$ cat src/tcce_pkg.sv
// Shared types, constants and helpers of the console cursor engine.
// Depends on nothing; used by every module of the block.
`timescale 1ns / 1ps

package tcce_pkg;

    // Fixed field widths
    localparam int CODE_W        = 8;
    localparam int CFG_COORD_W   = 12;
    localparam int CFG_SIZE_W    = 8;
    localparam int CFG_INDEX_W   = 8;
    localparam int CFG_DATA_W    = 12;
    localparam int LIMIT_W       = 14;   // signed bottom-row limit, covers -255..4094
    localparam int CMD_FIXED_W   = 11;   // kind + glyph index + last

    localparam int COORD_WIDTH_DEF = 12;
    localparam int QUEUE_DEPTH     = 2;

    // Register indexes
    localparam logic [CFG_INDEX_W-1:0] REG_ORIGIN_X     = 8'd0;
    localparam logic [CFG_INDEX_W-1:0] REG_ORIGIN_Y     = 8'd1;
    localparam logic [CFG_INDEX_W-1:0] REG_CORNER_X     = 8'd2;
    localparam logic [CFG_INDEX_W-1:0] REG_CORNER_Y     = 8'd3;
    localparam logic [CFG_INDEX_W-1:0] REG_GLYPH_WIDTH  = 8'd4;
    localparam logic [CFG_INDEX_W-1:0] REG_GLYPH_HEIGHT = 8'd5;
    localparam logic [CFG_INDEX_W-1:0] REG_FIRST_CODE   = 8'd6;
    localparam logic [CFG_INDEX_W-1:0] REG_LAST_CODE    = 8'd7;

    // Character codes
    localparam logic [CODE_W-1:0] CODE_MASK = 8'hff;
    localparam logic [CODE_W-1:0] CTRL_MASK = 8'h1f;
    localparam logic [CODE_W-1:0] CHAR_BS   = 8'h08;
    localparam logic [CODE_W-1:0] CHAR_LF   = 8'h0a;
    localparam logic [CODE_W-1:0] CHAR_FF   = 8'h0c;
    localparam logic [CODE_W-1:0] CHAR_CR   = 8'h0d;
    localparam logic [CODE_W-1:0] CHAR_BEL  = 8'h47 & CTRL_MASK;   // ctrl-G
    localparam logic [CODE_W-1:0] CHAR_VT   = 8'h4b & CTRL_MASK;   // ctrl-K
    localparam logic [CODE_W-1:0] CHAR_SUB  = 8'h5a & CTRL_MASK;   // ctrl-Z

    typedef enum logic [1:0] {
        KIND_DRAW   = 2'd0,
        KIND_BELL   = 2'd1,
        KIND_CLEAR  = 2'd2,
        KIND_SCROLL = 2'd3
    } cmd_kind_t;

    typedef enum logic [3:0] {
        OP_NONE,
        OP_DRAW,
        OP_ADVANCE,
        OP_RETURN,
        OP_BACK,
        OP_DOWN,
        OP_UP,
        OP_BELL,
        OP_CLEAR
    } op_t;

    typedef struct packed {
        op_t               op;
        logic [CODE_W-1:0] glyph;
    } item_t;

    typedef struct packed {
        logic [CFG_COORD_W-1:0] origin_x;
        logic [CFG_COORD_W-1:0] origin_y;
        logic [CFG_COORD_W-1:0] corner_x;
        logic [CFG_COORD_W-1:0] corner_y;
        logic [CFG_SIZE_W-1:0]  glyph_width;
        logic [CFG_SIZE_W-1:0]  glyph_height;
        logic [CODE_W-1:0]      first_code;
        logic [CODE_W-1:0]      last_code;
    } cfg_t;

    localparam cfg_t CFG_RESET = '{
        origin_x:     12'd0,
        origin_y:     12'd0,
        corner_x:     12'd1152,
        corner_y:     12'd900,
        glyph_width:  8'd8,
        glyph_height: 8'd16,
        first_code:   8'd32,
        last_code:    8'd126
    };

    typedef struct packed {
        logic                      valid;
        logic signed [LIMIT_W-1:0] value;
    } limit_t;

    // A cell size of zero behaves as one.
    function automatic logic [CFG_SIZE_W-1:0] eff_size(input logic [CFG_SIZE_W-1:0] v);
        eff_size = (v == '0) ? CFG_SIZE_W'(1) : v;
    endfunction

endpackage

$ cat src/text_console_cursor_engine.sv
// Console cursor engine: turns a character stream into drawing commands.
// Depends on tcce_pkg, tcce_front, tcce_fifo, tcce_limit and tcce_back.
//
// One character beat is taken whenever push is high and full is low; its
// commands (draw glyph, bell, clear screen, scroll) appear one per beat on
// the result side, oldest first, while empty is low, and leave on pop. The
// last flag marks the final command of each character (a character that
// only moves the cursor yields none unless it scrolls). The front stage
// classifies the code against the glyph range and parks it in a two-entry
// operation queue; the back sequencer then steps through take, move, wrap,
// row check and emit for each character, emits a second command if there
// is one, and stalls in emit while the two-entry result queue is full. The
// bottom-row limit needs the text area height (corner_y minus origin_y)
// modulo the cell height; a serial remainder unit derives it one bit a
// cycle, so after reset and after every register write the back end waits
// for the limit before it executes characters (they still queue up).
// Registers are written over the cfg channel, which is always ready, and
// must only be written while no character is in flight.
`timescale 1ns / 1ps

module text_console_cursor_engine #(
    parameter int COORD_WIDTH = tcce_pkg::COORD_WIDTH_DEF    // 8..16
) (
    input  logic                                 clk,
    input  logic                                 rst_n,
    // character input
    input  logic                                 push,
    output logic                                 full,
    input  logic [tcce_pkg::CODE_W-1:0]          char_code,
    // command output
    output logic                                 empty,
    input  logic                                 pop,
    output logic [1:0]                           cmd_kind,
    output logic [tcce_pkg::CODE_W-1:0]          glyph_index,
    output logic [COORD_WIDTH-1:0]               pos_x,
    output logic [COORD_WIDTH-1:0]               pos_y,
    output logic                                 last,
    // register writes
    input  logic                                 cfg_valid,
    output logic                                 cfg_ready,
    input  logic [tcce_pkg::CFG_INDEX_W-1:0]     cfg_index,
    input  logic [tcce_pkg::CFG_DATA_W-1:0]      cfg_data
);

    localparam int CMD_W  = 2 * COORD_WIDTH + tcce_pkg::CMD_FIXED_W;
    localparam int ITEM_W = $bits(tcce_pkg::item_t);
    localparam int SZ     = tcce_pkg::CFG_SIZE_W;

    tcce_pkg::cfg_t     cfg_reg;
    logic               cfg_write;
    tcce_pkg::limit_t   limit;

    logic               q_push;
    logic               q_full;
    tcce_pkg::item_t    q_item_in;
    logic [ITEM_W-1:0]  q_item_out;
    logic               q_empty;
    logic               q_pop;

    logic               out_push;
    logic               out_full;
    logic [CMD_W-1:0]   out_data;
    logic [CMD_W-1:0]   res_data;

    // Register file; writes beyond the list fall through the default arm.
    assign cfg_ready = 1'b1;
    assign cfg_write = cfg_valid && cfg_ready;

    always_ff @(posedge clk or negedge rst_n)
    begin
        if (!rst_n)
        begin
            cfg_reg <= tcce_pkg::CFG_RESET;
        end
        else if (cfg_write)
        begin
            unique case (cfg_index)
                tcce_pkg::REG_ORIGIN_X:     cfg_reg.origin_x     <= cfg_data;
                tcce_pkg::REG_ORIGIN_Y:     cfg_reg.origin_y     <= cfg_data;
                tcce_pkg::REG_CORNER_X:     cfg_reg.corner_x     <= cfg_data;
                tcce_pkg::REG_CORNER_Y:     cfg_reg.corner_y     <= cfg_data;
                tcce_pkg::REG_GLYPH_WIDTH:  cfg_reg.glyph_width  <= cfg_data[SZ-1:0];
                tcce_pkg::REG_GLYPH_HEIGHT: cfg_reg.glyph_height <= cfg_data[SZ-1:0];
                tcce_pkg::REG_FIRST_CODE:   cfg_reg.first_code   <= cfg_data[SZ-1:0];
                tcce_pkg::REG_LAST_CODE:    cfg_reg.last_code    <= cfg_data[SZ-1:0];
                default:                    cfg_reg              <= cfg_reg;
            endcase
        end
    end

    // Front: take and classify characters.
    tcce_front u_front (
        .clk       (clk),
        .rst_n     (rst_n),
        .cfg       (cfg_reg),
        .push      (push),
        .char_code (char_code),
        .full      (full),
        .q_full    (q_full),
        .q_push    (q_push),
        .q_item    (q_item_in)
    );

    // Operation queue between front and back.
    tcce_fifo #(
        .WIDTH (ITEM_W),
        .DEPTH (tcce_pkg::QUEUE_DEPTH)
    ) u_op_queue (
        .clk   (clk),
        .rst_n (rst_n),
        .wr_en (q_push),
        .din   (q_item_in),
        .full  (q_full),
        .rd_en (q_pop),
        .dout  (q_item_out),
        .empty (q_empty)
    );

    // Bottom-row limit, recomputed whenever the registers change.
    tcce_limit u_limit (
        .clk       (clk),
        .rst_n     (rst_n),
        .cfg       (cfg_reg),
        .cfg_write (cfg_write),
        .limit     (limit)
    );

    // Back: cursor arithmetic and command emission.
    tcce_back #(
        .COORD_WIDTH (COORD_WIDTH)
    ) u_back (
        .clk        (clk),
        .rst_n      (rst_n),
        .cfg        (cfg_reg),
        .limit      (limit),
        .item_empty (q_empty),
        .item       (tcce_pkg::item_t'(q_item_out)),
        .item_pop   (q_pop),
        .out_full   (out_full),
        .out_push   (out_push),
        .out_data   (out_data)
    );

    // Result queue: a finished command waits here; the back stalls while it is full.
    tcce_fifo #(
        .WIDTH (CMD_W),
        .DEPTH (tcce_pkg::QUEUE_DEPTH)
    ) u_result_queue (
        .clk   (clk),
        .rst_n (rst_n),
        .wr_en (out_push),
        .din   (out_data),
        .full  (out_full),
        .rd_en (pop),
        .dout  (res_data),
        .empty (empty)
    );

    // Command beat layout: kind, glyph index, x, y, last.
    assign cmd_kind    = res_data[CMD_W-1 -: 2];
    assign glyph_index = res_data[CMD_W-3 -: tcce_pkg::CODE_W];
    assign pos_x       = res_data[2*COORD_WIDTH : COORD_WIDTH+1];
    assign pos_y       = res_data[COORD_WIDTH : 1];
    assign last        = res_data[0];

endmodule

$ cat src/tcce_fifo.sv
// Small synchronous queue used between front and back and for results.
// Depends on tcce_pkg for its default depth.
`timescale 1ns / 1ps

module tcce_fifo #(
    parameter int WIDTH = $bits(tcce_pkg::item_t),
    parameter int DEPTH = tcce_pkg::QUEUE_DEPTH    // power of two, at least 2
) (
    input  logic             clk,
    input  logic             rst_n,
    input  logic             wr_en,
    input  logic [WIDTH-1:0] din,
    output logic             full,
    input  logic             rd_en,
    output logic [WIDTH-1:0] dout,
    output logic             empty
);

    localparam int PW = $clog2(DEPTH);
    localparam int CW = $clog2(DEPTH + 1);

    logic [WIDTH-1:0] mem [DEPTH];
    logic [PW-1:0]    wr_ptr_reg;
    logic [PW-1:0]    rd_ptr_reg;
    logic [CW-1:0]    count_reg;
    logic             wr;
    logic             rd;

    assign full  = (count_reg == CW'(DEPTH));
    assign empty = (count_reg == '0);
    assign wr    = wr_en && !full;
    assign rd    = rd_en && !empty;
    assign dout  = mem[rd_ptr_reg];

    always_ff @(posedge clk)
    begin
        if (wr)
        begin
            mem[wr_ptr_reg] <= din;
        end
    end

    always_ff @(posedge clk or negedge rst_n)
    begin
        if (!rst_n)
        begin
            wr_ptr_reg <= '0;
            rd_ptr_reg <= '0;
            count_reg  <= '0;
        end
        else
        begin
            if (wr)
            begin
                wr_ptr_reg <= wr_ptr_reg + PW'(1);
            end
            if (rd)
            begin
                rd_ptr_reg <= rd_ptr_reg + PW'(1);
            end
            unique case ({wr, rd})
                2'b10:   count_reg <= count_reg + CW'(1);
                2'b01:   count_reg <= count_reg - CW'(1);
                default: count_reg <= count_reg;
            endcase
        end
    end

endmodule

$ cat src/tcce_front.sv
// Front end: accepts character beats and classifies them into operations.
// Depends on tcce_pkg; feeds the operation queue.
`timescale 1ns / 1ps

module tcce_front (
    input  logic                          clk,
    input  logic                          rst_n,
    input  tcce_pkg::cfg_t                cfg,
    input  logic                          push,
    input  logic [tcce_pkg::CODE_W-1:0]   char_code,
    output logic                          full,
    input  logic                          q_full,
    output logic                          q_push,
    output tcce_pkg::item_t               q_item
);

    logic                  stage_valid_reg;
    tcce_pkg::item_t       stage_item_reg;
    tcce_pkg::item_t       item;
    logic [tcce_pkg::CODE_W-1:0] ch;
    logic                  accept;

    assign ch = char_code & tcce_pkg::CODE_MASK;

    // A code inside the glyph range always draws, even if it is a control code.
    always_comb
    begin
        item.glyph = '0;
        item.op    = tcce_pkg::OP_NONE;
        if (cfg.first_code <= ch && ch <= cfg.last_code)
        begin
            item.op    = tcce_pkg::OP_DRAW;
            item.glyph = ch - cfg.first_code;
        end
        else
        begin
            unique case (ch)
                tcce_pkg::CHAR_FF:  item.op = tcce_pkg::OP_ADVANCE;
                tcce_pkg::CHAR_CR:  item.op = tcce_pkg::OP_RETURN;
                tcce_pkg::CHAR_BS:  item.op = tcce_pkg::OP_BACK;
                tcce_pkg::CHAR_LF:  item.op = tcce_pkg::OP_DOWN;
                tcce_pkg::CHAR_BEL: item.op = tcce_pkg::OP_BELL;
                tcce_pkg::CHAR_VT:  item.op = tcce_pkg::OP_UP;
                tcce_pkg::CHAR_SUB: item.op = tcce_pkg::OP_CLEAR;
                default:            item.op = tcce_pkg::OP_NONE;
            endcase
        end
    end

    assign full   = stage_valid_reg && q_full;
    assign accept = push && !full;
    assign q_push = stage_valid_reg && !q_full;
    assign q_item = stage_item_reg;

    always_ff @(posedge clk or negedge rst_n)
    begin
        if (!rst_n)
        begin
            stage_valid_reg <= 1'b0;
            stage_item_reg  <= '0;
        end
        else
        begin
            if (accept)
            begin
                stage_valid_reg <= 1'b1;
                stage_item_reg  <= item;
            end
            else if (q_push)
            begin
                stage_valid_reg <= 1'b0;
            end
        end
    end

endmodule

$ cat src/tcce_limit.sv
// Bottom-row limit unit: corner_y - (span mod h) - h, one remainder bit a cycle.
// Depends on tcce_pkg; restarts after reset and after every register write.
`timescale 1ns / 1ps

module tcce_limit (
    input  logic              clk,
    input  logic              rst_n,
    input  tcce_pkg::cfg_t    cfg,
    input  logic              cfg_write,
    output tcce_pkg::limit_t  limit
);

    localparam int SPAN_BITS = tcce_pkg::CFG_COORD_W;
    localparam int CNT_W     = $clog2(SPAN_BITS);
    localparam int SZ        = tcce_pkg::CFG_SIZE_W;
    localparam int LW        = tcce_pkg::LIMIT_W;

    typedef enum logic [1:0] {
        ST_LOAD,
        ST_RUN,
        ST_FINISH,
        ST_DONE
    } state_t;

    state_t               state_reg;
    logic [SPAN_BITS-1:0] span_reg;
    logic [SZ-1:0]        rem_reg;
    logic [CNT_W-1:0]     cnt_reg;
    logic [SPAN_BITS-1:0] span;
    logic [SZ-1:0]        h;
    logic [SZ:0]          rem_shift;
    logic [SZ-1:0]        rem_step;

    // Inverted area counts as zero span.
    assign span = (cfg.corner_y >= cfg.origin_y) ? (cfg.corner_y - cfg.origin_y) : '0;
    assign h    = tcce_pkg::eff_size(cfg.glyph_height);

    assign rem_shift = {rem_reg, span_reg[SPAN_BITS-1]};
    assign rem_step  = (rem_shift >= {1'b0, h}) ? SZ'(rem_shift - {1'b0, h})
                                                : rem_shift[SZ-1:0];

    always_ff @(posedge clk or negedge rst_n)
    begin
        if (!rst_n)
        begin
            state_reg   <= ST_LOAD;
            span_reg    <= '0;
            rem_reg     <= '0;
            cnt_reg     <= '0;
            limit.valid <= 1'b0;
            limit.value <= '0;
        end
        else if (cfg_write)
        begin
            state_reg   <= ST_LOAD;
            limit.valid <= 1'b0;
        end
        else
        begin
            unique case (state_reg)
                ST_LOAD:
                begin
                    span_reg  <= span;
                    rem_reg   <= '0;
                    cnt_reg   <= '0;
                    state_reg <= ST_RUN;
                end
                ST_RUN:
                begin
                    rem_reg  <= rem_step;
                    span_reg <= {span_reg[SPAN_BITS-2:0], 1'b0};
                    cnt_reg  <= cnt_reg + CNT_W'(1);
                    if (cnt_reg == CNT_W'(SPAN_BITS - 1))
                    begin
                        state_reg <= ST_FINISH;
                    end
                end
                ST_FINISH:
                begin
                    limit.value <= $signed(LW'(cfg.corner_y)) - $signed(LW'(rem_reg))
                                   - $signed(LW'(h));
                    limit.valid <= 1'b1;
                    state_reg   <= ST_DONE;
                end
                ST_DONE:
                begin
                    state_reg <= ST_DONE;
                end
                default:
                begin
                    state_reg <= ST_LOAD;
                end
            endcase
        end
    end

endmodule

$ cat src/tcce_back.sv
// Back end: carries out one operation, moves the cursor, emits commands.
// Depends on tcce_pkg; reads the operation queue, writes the result queue.
`timescale 1ns / 1ps

module tcce_back #(
    parameter int COORD_WIDTH = tcce_pkg::COORD_WIDTH_DEF
) (
    input  logic                                      clk,
    input  logic                                      rst_n,
    input  tcce_pkg::cfg_t                            cfg,
    input  tcce_pkg::limit_t                          limit,
    input  logic                                      item_empty,
    input  tcce_pkg::item_t                           item,
    output logic                                      item_pop,
    input  logic                                      out_full,
    output logic                                      out_push,
    output logic [2*COORD_WIDTH+tcce_pkg::CMD_FIXED_W-1:0] out_data
);

    localparam int CW = COORD_WIDTH;
    localparam int SW = ((CW > tcce_pkg::CFG_COORD_W) ? CW : tcce_pkg::CFG_COORD_W) + 2;
    localparam logic signed [SW-1:0] COORD_MAX = $signed(SW'({CW{1'b1}}));

    typedef enum logic [2:0] {
        ST_IDLE,
        ST_MOVE,
        ST_WRAP,
        ST_ROW,
        ST_EMIT
    } state_t;

    state_t                          state_reg;
    tcce_pkg::item_t                 item_reg;
    logic [CW-1:0]                   cursor_x_reg;
    logic [CW-1:0]                   cursor_y_reg;
    logic signed [SW-1:0]            x_reg;
    logic signed [SW-1:0]            y_reg;
    logic                            cmd1_pending_reg;
    tcce_pkg::cmd_kind_t             cmd1_kind_reg;
    logic [tcce_pkg::CODE_W-1:0]     cmd1_glyph_reg;
    logic [CW-1:0]                   cmd1_x_reg;
    logic [CW-1:0]                   cmd1_y_reg;
    logic                            scroll_reg;

    logic signed [SW-1:0] ox_s, oy_s, cx_s, cy_s, w_s, h_s, lim_s;
    logic signed [SW-1:0] cur_x_s, cur_y_s;
    logic signed [SW-1:0] row_y;
    logic                 row_scroll;

    function automatic logic [CW-1:0] sat_coord(input logic signed [SW-1:0] v);
        if (v < 0)
        begin
            sat_coord = '0;
        end
        else if (v > COORD_MAX)
        begin
            sat_coord = '1;
        end
        else
        begin
            sat_coord = v[CW-1:0];
        end
    endfunction

    assign ox_s    = $signed(SW'(cfg.origin_x));
    assign oy_s    = $signed(SW'(cfg.origin_y));
    assign cx_s    = $signed(SW'(cfg.corner_x));
    assign cy_s    = $signed(SW'(cfg.corner_y));
    assign w_s     = $signed(SW'(tcce_pkg::eff_size(cfg.glyph_width)));
    assign h_s     = $signed(SW'(tcce_pkg::eff_size(cfg.glyph_height)));
    assign lim_s   = SW'(limit.value);
    assign cur_x_s = $signed(SW'(cursor_x_reg));
    assign cur_y_s = $signed(SW'(cursor_y_reg));

    always_comb
    begin
        row_y      = y_reg;
        row_scroll = 1'b0;
        if (y_reg < oy_s)
        begin
            row_y = oy_s;
        end
        else if (y_reg > lim_s)
        begin
            row_y      = y_reg - h_s;
            row_scroll = 1'b1;
        end
    end

    assign item_pop = (state_reg == ST_IDLE) && !item_empty && limit.valid;

    always_comb
    begin
        out_push = 1'b0;
        out_data = {cmd1_kind_reg, cmd1_glyph_reg, cmd1_x_reg, cmd1_y_reg, !scroll_reg};
        if (state_reg == ST_EMIT && !out_full)
        begin
            if (cmd1_pending_reg)
            begin
                out_push = 1'b1;
            end
            else if (scroll_reg)
            begin
                out_push = 1'b1;
                out_data = {tcce_pkg::KIND_SCROLL, tcce_pkg::CODE_W'(0), sat_coord(ox_s),
                            sat_coord(cy_s - h_s), 1'b1};
            end
        end
    end

    always_ff @(posedge clk or negedge rst_n)
    begin
        if (!rst_n)
        begin
            state_reg        <= ST_IDLE;
            item_reg         <= '0;
            cursor_x_reg     <= '0;
            cursor_y_reg     <= '0;
            x_reg            <= '0;
            y_reg            <= '0;
            cmd1_pending_reg <= 1'b0;
            cmd1_kind_reg    <= tcce_pkg::KIND_DRAW;
            cmd1_glyph_reg   <= '0;
            cmd1_x_reg       <= '0;
            cmd1_y_reg       <= '0;
            scroll_reg       <= 1'b0;
        end
        else
        begin
            unique case (state_reg)
                ST_IDLE:
                begin
                    if (item_pop)
                    begin
                        item_reg  <= item;
                        state_reg <= ST_MOVE;
                    end
                end
                ST_MOVE:
                begin
                    x_reg            <= cur_x_s;
                    y_reg            <= cur_y_s;
                    cmd1_pending_reg <= 1'b0;
                    cmd1_glyph_reg   <= '0;
                    cmd1_x_reg       <= '0;
                    cmd1_y_reg       <= '0;
                    scroll_reg       <= 1'b0;
                    unique case (item_reg.op)
                        tcce_pkg::OP_DRAW:
                        begin
                            cmd1_pending_reg <= 1'b1;
                            cmd1_kind_reg    <= tcce_pkg::KIND_DRAW;
                            cmd1_glyph_reg   <= item_reg.glyph;
                            cmd1_x_reg       <= cursor_x_reg;
                            cmd1_y_reg       <= cursor_y_reg;
                            x_reg            <= cur_x_s + w_s;
                        end
                        tcce_pkg::OP_ADVANCE: x_reg <= cur_x_s + w_s;
                        tcce_pkg::OP_RETURN:  x_reg <= ox_s;
                        tcce_pkg::OP_BACK:    x_reg <= cur_x_s - w_s;
                        tcce_pkg::OP_DOWN:    y_reg <= cur_y_s + h_s;
                        tcce_pkg::OP_UP:      y_reg <= cur_y_s - h_s;
                        tcce_pkg::OP_BELL:
                        begin
                            cmd1_pending_reg <= 1'b1;
                            cmd1_kind_reg    <= tcce_pkg::KIND_BELL;
                        end
                        tcce_pkg::OP_CLEAR:
                        begin
                            cmd1_pending_reg <= 1'b1;
                            cmd1_kind_reg    <= tcce_pkg::KIND_CLEAR;
                            x_reg            <= ox_s;
                            y_reg            <= oy_s;
                        end
                        default:
                        begin
                            x_reg <= cur_x_s;
                        end
                    endcase
                    state_reg <= ST_WRAP;
                end
                ST_WRAP:
                begin
                    // Left clamp, or wrap to the next line at the right edge.
                    priority if (x_reg < ox_s)
                    begin
                        x_reg <= ox_s;
                    end
                    else if (x_reg >= cx_s)
                    begin
                        x_reg <= ox_s;
                        y_reg <= y_reg + h_s;
                    end
                    else
                    begin
                        x_reg <= x_reg;
                    end
                    state_reg <= ST_ROW;
                end
                ST_ROW:
                begin
                    cursor_x_reg <= sat_coord(x_reg);
                    cursor_y_reg <= sat_coord(row_y);
                    scroll_reg   <= row_scroll;
                    state_reg    <= ST_EMIT;
                end
                ST_EMIT:
                begin
                    priority if (cmd1_pending_reg)
                    begin
                        if (!out_full)
                        begin
                            cmd1_pending_reg <= 1'b0;
                            if (!scroll_reg)
                            begin
                                state_reg <= ST_IDLE;
                            end
                        end
                    end
                    else if (scroll_reg)
                    begin
                        if (!out_full)
                        begin
                            scroll_reg <= 1'b0;
                            state_reg  <= ST_IDLE;
                        end
                    end
                    else
                    begin
                        state_reg <= ST_IDLE;
                    end
                end
                default:
                begin
                    state_reg <= ST_IDLE;
                end
            endcase
        end
    end

endmodule

$ cat config.mk
export PLATFORM = sky130hd
export DESIGN_NAME = text_console_cursor_engine
export DESIGN_NICKNAME = d
export VERILOG_FILES = /design/src/tcce_pkg.sv /design/src/text_console_cursor_engine.sv /design/src/tcce_fifo.sv /design/src/tcce_front.sv /design/src/tcce_limit.sv /design/src/tcce_back.sv
export SDC_FILE = /design/constraint.sdc
export NUM_CORES = 1
export LEC_CHECK = 0
export BUFFER_PORTS_ARGS = -buffer_cell sky130_fd_sc_hd__clkbuf_2
export CORE_MARGIN = 4
export CORE_UTILIZATION = 40
export CTS_CLUSTER_SIZE = 10
export DETAILED_ROUTE_END_ITERATION = 16
export HOLD_SLACK_MARGIN = 0.02
export PLACE_DENSITY_LB_ADDON = 0.05
export SLEW_MARGIN = 15
export SYNTH_ARGS = -nofsm -noshare
export SYNTH_HDL_FRONTEND = slang
export SYNTH_HIERARCHICAL = 1
export SYNTH_SLANG_ARGS = --single-unit
$ cat constraint.sdc
create_clock -name clk -period 3.6 [get_ports clk]
set_input_delay 0.36 -clock clk [delete_from_list [all_inputs] [get_ports clk]]
set_output_delay 0.36 -clock clk [all_outputs]
set_load 0.005 [all_outputs]
==> impl_metrics.tcl <==
set metrics [dict create \
    finalHoldViolations 0 \
    worstSetupStartpointType "flip-flop" \
    layout_min_cycle_time_ns 3.46 \
    critical_path_arrival_ns 3.93 \
    fin_total_pwr_mw 18.8 \
    num-nets-final 2388 \
    crit_required_ns 4.06 \
    io-pin-count 71 \
    floorplan.die.width_um 239 \
    max-clock-path-buffers 3 \
    h_tree_depth 2 \
    final_layout_size_suffix_gt1_share_pct 18.6 \
    slew_headroom_pct 20.5 \
    core_mm2 0.0528 \
    global_route.overflow_total 0 \
    hpwl_um 49500 \
    most_common_cell_type_on_the_critical_path "sky130_fd_sc_hd__o221a_2" \
    max_cap_viol_count 0 \
    most_common_cell_after_layout_fill_and_taps_aside "sky130_fd_sc_hd__dfrtp_1" \
    vdd_drop_max_mv 0.703 \
    route.detailed.vias_per_inst 5.69 \
    run_status "completed" \
    grt.total_usage_pct 23.0 \
    drt_drc_violations_left 0 \
    fin_setup_tns_ns 0 \
    postLayoutCoreUtil_pct 45.7 \
    dr.first_iter.drc_count 1173 \
    min_path_type "input port to flip-flop" \
    rsz_0062_raised_after_global_routing "false" \
    grt_pass1_vias 16754 \
    finalWorstSetupSlack_ns 0.137 \
    pre_cts_slack_ns 0.0230 \
    route.vias.total 16545 \
    grt_first_pass_wirelength_um 101000 \
    share_of_synthesized_flip_flops_with_an_asynchronous_set_or_reset_pct 72.3 \
    max_slew.worst_pin.slew_ns 1.19 \
    clock_buffer_count_from_cts 43 \
    timing.critical_path.slowest_stage_cell "sky130_fd_sc_hd__dfrtp_1" \
    synth_nets 2291 \
    cts_num_sinks 339 \
    synth.cell_area_mm2 0.0214 \
    dominantRegCellSynth "sky130_fd_sc_hd__dfrtp_1" \
    insertion_delay_ns 0.59 \
    multi_input_area_mm2 0.0114 \
    floorplan.rows 84 \
    port-buffer-count 69 \
    post_synth_main_area_contributors "sky130_fd_sc_hd__dfrtp_1 27%, sky130_fd_sc_hd__edfxtp_1 13%, sky130_fd_sc_hd__ha_1 9.4%" \
    post-route-period-util_pct 96.2 \
    seq_area_mm2 0.00897 \
    synth_top_area_share_pct 26.9 \
    first_pass_iters 5 \
    grt_start_max_net_pins 94 \
    number_of_antenna_violations_at_the_first_check_in_global_routing 1 \
    timing.critical_path.to_type "flip-flop" \
    clk_pin_slew_ns 0.06 \
    ant_nets 0 \
    final_cell_count_no_fill 2907 \
    power.leakage_nw 10.6 \
    yosysTopAreaCell "sky130_fd_sc_hd__dfrtp_1" \
    wire_per_inst_um 22.8 \
    syn-mean-instance-area_um2 10.2 \
    fin_skew_ns 0.0143 \
    gp_congestion 0.901 \
    ys_warn_count 6 \
    slew_viol_final 0 \
    area_growth_pct 12.8 \
    crit_path_kind "flip-flop to flip-flop" \
    seq_cells_post_synth 339 \
    initial_core_util_pct 40.5 \
    max_clock_freq_ghz 0.289 \
    floorplan.die.height_um 239 \
    cp_slowest_stage_delay_ns 0.39 \
    timing.final.setup_violations 0 \
    numPlacedInstances 2822 \
    critPathMaxFanout 8 \
    cts_tree "done" \
    largest_register_ffs 80 \
    yosys.cell_types.count 105 \
    sequential_to_total_area_share_from_yosys_stat_pct 42.0 \
    p_per_area_mw_per_mm2 781 \
    ctsRootBufferMaster "sky130_fd_sc_hd__clkbuf_16" \
    worstPathCellList "nor4_2 > a41o_1 > ha_2 > inv_1 > fa_1 > a21o_1 > a21oi_1 > nor2_1 > o221a_2 > and4b_1 > xnor2_1 > o21ai_2 > buf_4 > o221a_2" \
    most-common-layout-cells "229 x sky130_fd_sc_hd__dfrtp_1, 162 x sky130_fd_sc_hd__inv_1, 159 x sky130_fd_sc_hd__ha_1, 156 x sky130_fd_sc_hd__nand2_1, 131 x sky130_fd_sc_hd__nor2_1" \
    synth_enable_flop_cells 94 \
    detail_route.wirelength_um 66300 \
    postSynthCellCount 2086 \
    die_area_mm2 0.0572 \
    fillCellCount 5023 \
]
-- worst paths after layout --
check | cells after the start | slack [ns] | to | start
setup reg to reg | 14 | 0.14 | u_back/cursor_y_reg[2] | cfg_reg[22]
setup / recovery | 14 | 0.14 | u_back/cursor_y_reg[2] | cfg_reg[22]
max in group asynchronous | 3 | 2.19 | cfg_reg[5] | rst_n
min in group asynchronous | 2 | 0.38 | u_op_queue/count_reg[1] | rst_n
hold / removal | 2 | 0.08 | u_limit/state_reg[1] | cfg_valid
hold reg to reg | 0 | 0.47 | u_op_queue/mem[1][7] | u_front/q_item[7]
-- logic make-up (layout without fill, tap and decap cells) --
family / count (synthesis) / after routing / synth area share [%]
simple gates: 535 / 535 / 12.4
mux: 151 / 151 / 8.42
flops: 339 / 339 / 42.0
compound gates: 554 / 554 / 18.6
xor+xnor: 76 / 76 / 3.11
other cells: 1 / 3 / 0.0175
fa+ha+maj: 172 / 172 / 10.5
buf+inv: 258 / 389 / 4.99
-- repair_timing --
item                                    CTS  global route
endpoints found under the setup margin    0            35
buffers inserted                          0             2
hold buffers                              2             0
resized for setup                         0             6
endpoints found under the hold margin    78             0
-- cell usage after synthesis (7+ instances only) --
| library cell | count |
|---|---|
| sky130_fd_sc_hd__ha_1 | 160 |
| sky130_fd_sc_hd__o31ai_1 | 19 |
| sky130_fd_sc_hd__xor2_1 | 26 |
| sky130_fd_sc_hd__nor3b_1 | 8 |
| sky130_fd_sc_hd__o21a_1 | 22 |
| sky130_fd_sc_hd__nand4_1 | 14 |
| sky130_fd_sc_hd__mux2_2 | 112 |
| sky130_fd_sc_hd__o221ai_1 | 11 |
| sky130_fd_sc_hd__nor2b_1 | 36 |
| sky130_fd_sc_hd__o21bai_1 | 10 |
| sky130_fd_sc_hd__nor4_1 | 12 |
| sky130_fd_sc_hd__o21ai_0 | 105 |
| sky130_fd_sc_hd__edfxtp_1 | 94 |
| sky130_fd_sc_hd__buf_2 | 13 |
| sky130_fd_sc_hd__a21o_1 | 31 |
| sky130_fd_sc_hd__o211ai_1 | 18 |
| sky130_fd_sc_hd__o31ai_2 | 7 |
| sky130_fd_sc_hd__nor2_1 | 132 |
| sky130_fd_sc_hd__and3_1 | 8 |
| sky130_fd_sc_hd__or3_1 | 19 |
| sky130_fd_sc_hd__a31oi_1 | 13 |
| sky130_fd_sc_hd__fa_1 | 12 |
| sky130_fd_sc_hd__o21ai_1 | 21 |
| sky130_fd_sc_hd__inv_1 | 162 |
| sky130_fd_sc_hd__mux2_4 | 29 |
| sky130_fd_sc_hd__a22o_1 | 54 |
| sky130_fd_sc_hd__a22oi_1 | 17 |
| sky130_fd_sc_hd__a21oi_1 | 95 |
| sky130_fd_sc_hd__xnor2_1 | 50 |
| sky130_fd_sc_hd__clkbuf_1 | 68 |
| sky130_fd_sc_hd__nand3_1 | 32 |
| sky130_fd_sc_hd__nand2b_1 | 29 |
| sky130_fd_sc_hd__a211oi_1 | 9 |
| sky130_fd_sc_hd__nand2_1 | 157 |
| sky130_fd_sc_hd__nor3_1 | 37 |
| sky130_fd_sc_hd__dfstp_2 | 15 |
| sky130_fd_sc_hd__dfrtp_1 | 230 |
| sky130_fd_sc_hd__o22ai_1 | 15 |
| sky130_fd_sc_hd__and2_1 | 17 |
| sky130_fd_sc_hd__a221oi_1 | 9 |
| sky130_fd_sc_hd__mux2i_1 | 7 |
-- final cells by class --
cell class,instances,area share (%)
clock inverters,11,0.415
well taps,688,3.57
flip-flops and latches,339,37.2
multi-input cells,1489,47.2
clock buffers,68,5.02
diodes,2,0.0208
repair buffers,145,4.02
inverters,165,2.57
-- per-stage QoR --
| stage | hold slack [ns] | cell area (um2) |
|---|---|---|
| floorplan | 0.0644 | 21400 |
| global placement | 0.454 | 22800 |
| detailed placement | 0.461 | 22800 |
| CTS | 0.0506 | 24100 |
| global route | 0.102 | 24100 |
| finish | 0.0795 | 24100 |
-- critical path, delay by kind of cell, from the launching register on --
kind,cells,cell delay (ns)
compound gates,6,1.29
simple gates,3,0.63
fa+ha+maj,2,0.62
buf+inv,2,0.26
xor+xnor,1,0.16
flops,1,0.39
-- power by group --
group	internal [mW]	switching (mW)	leakage, nW
clock	2.32	1.73	0.632
combinational	3.90	5.24	5.85
sequential	4.73	0.917	4.11
-- metal layers --
metal | track usage (%) | routed length [um] | vias to the layer above
li1 | - | - | 7798
met1 | 30.4 | 29200 | 8258
met2 | 39.6 | 32300 | 384
met3 | 2.80 | 2630 | 105
met4 | 7.34 | 2040 | 0
met5 | 0 | 0 | -
Power figures use the tool's default switching activity.
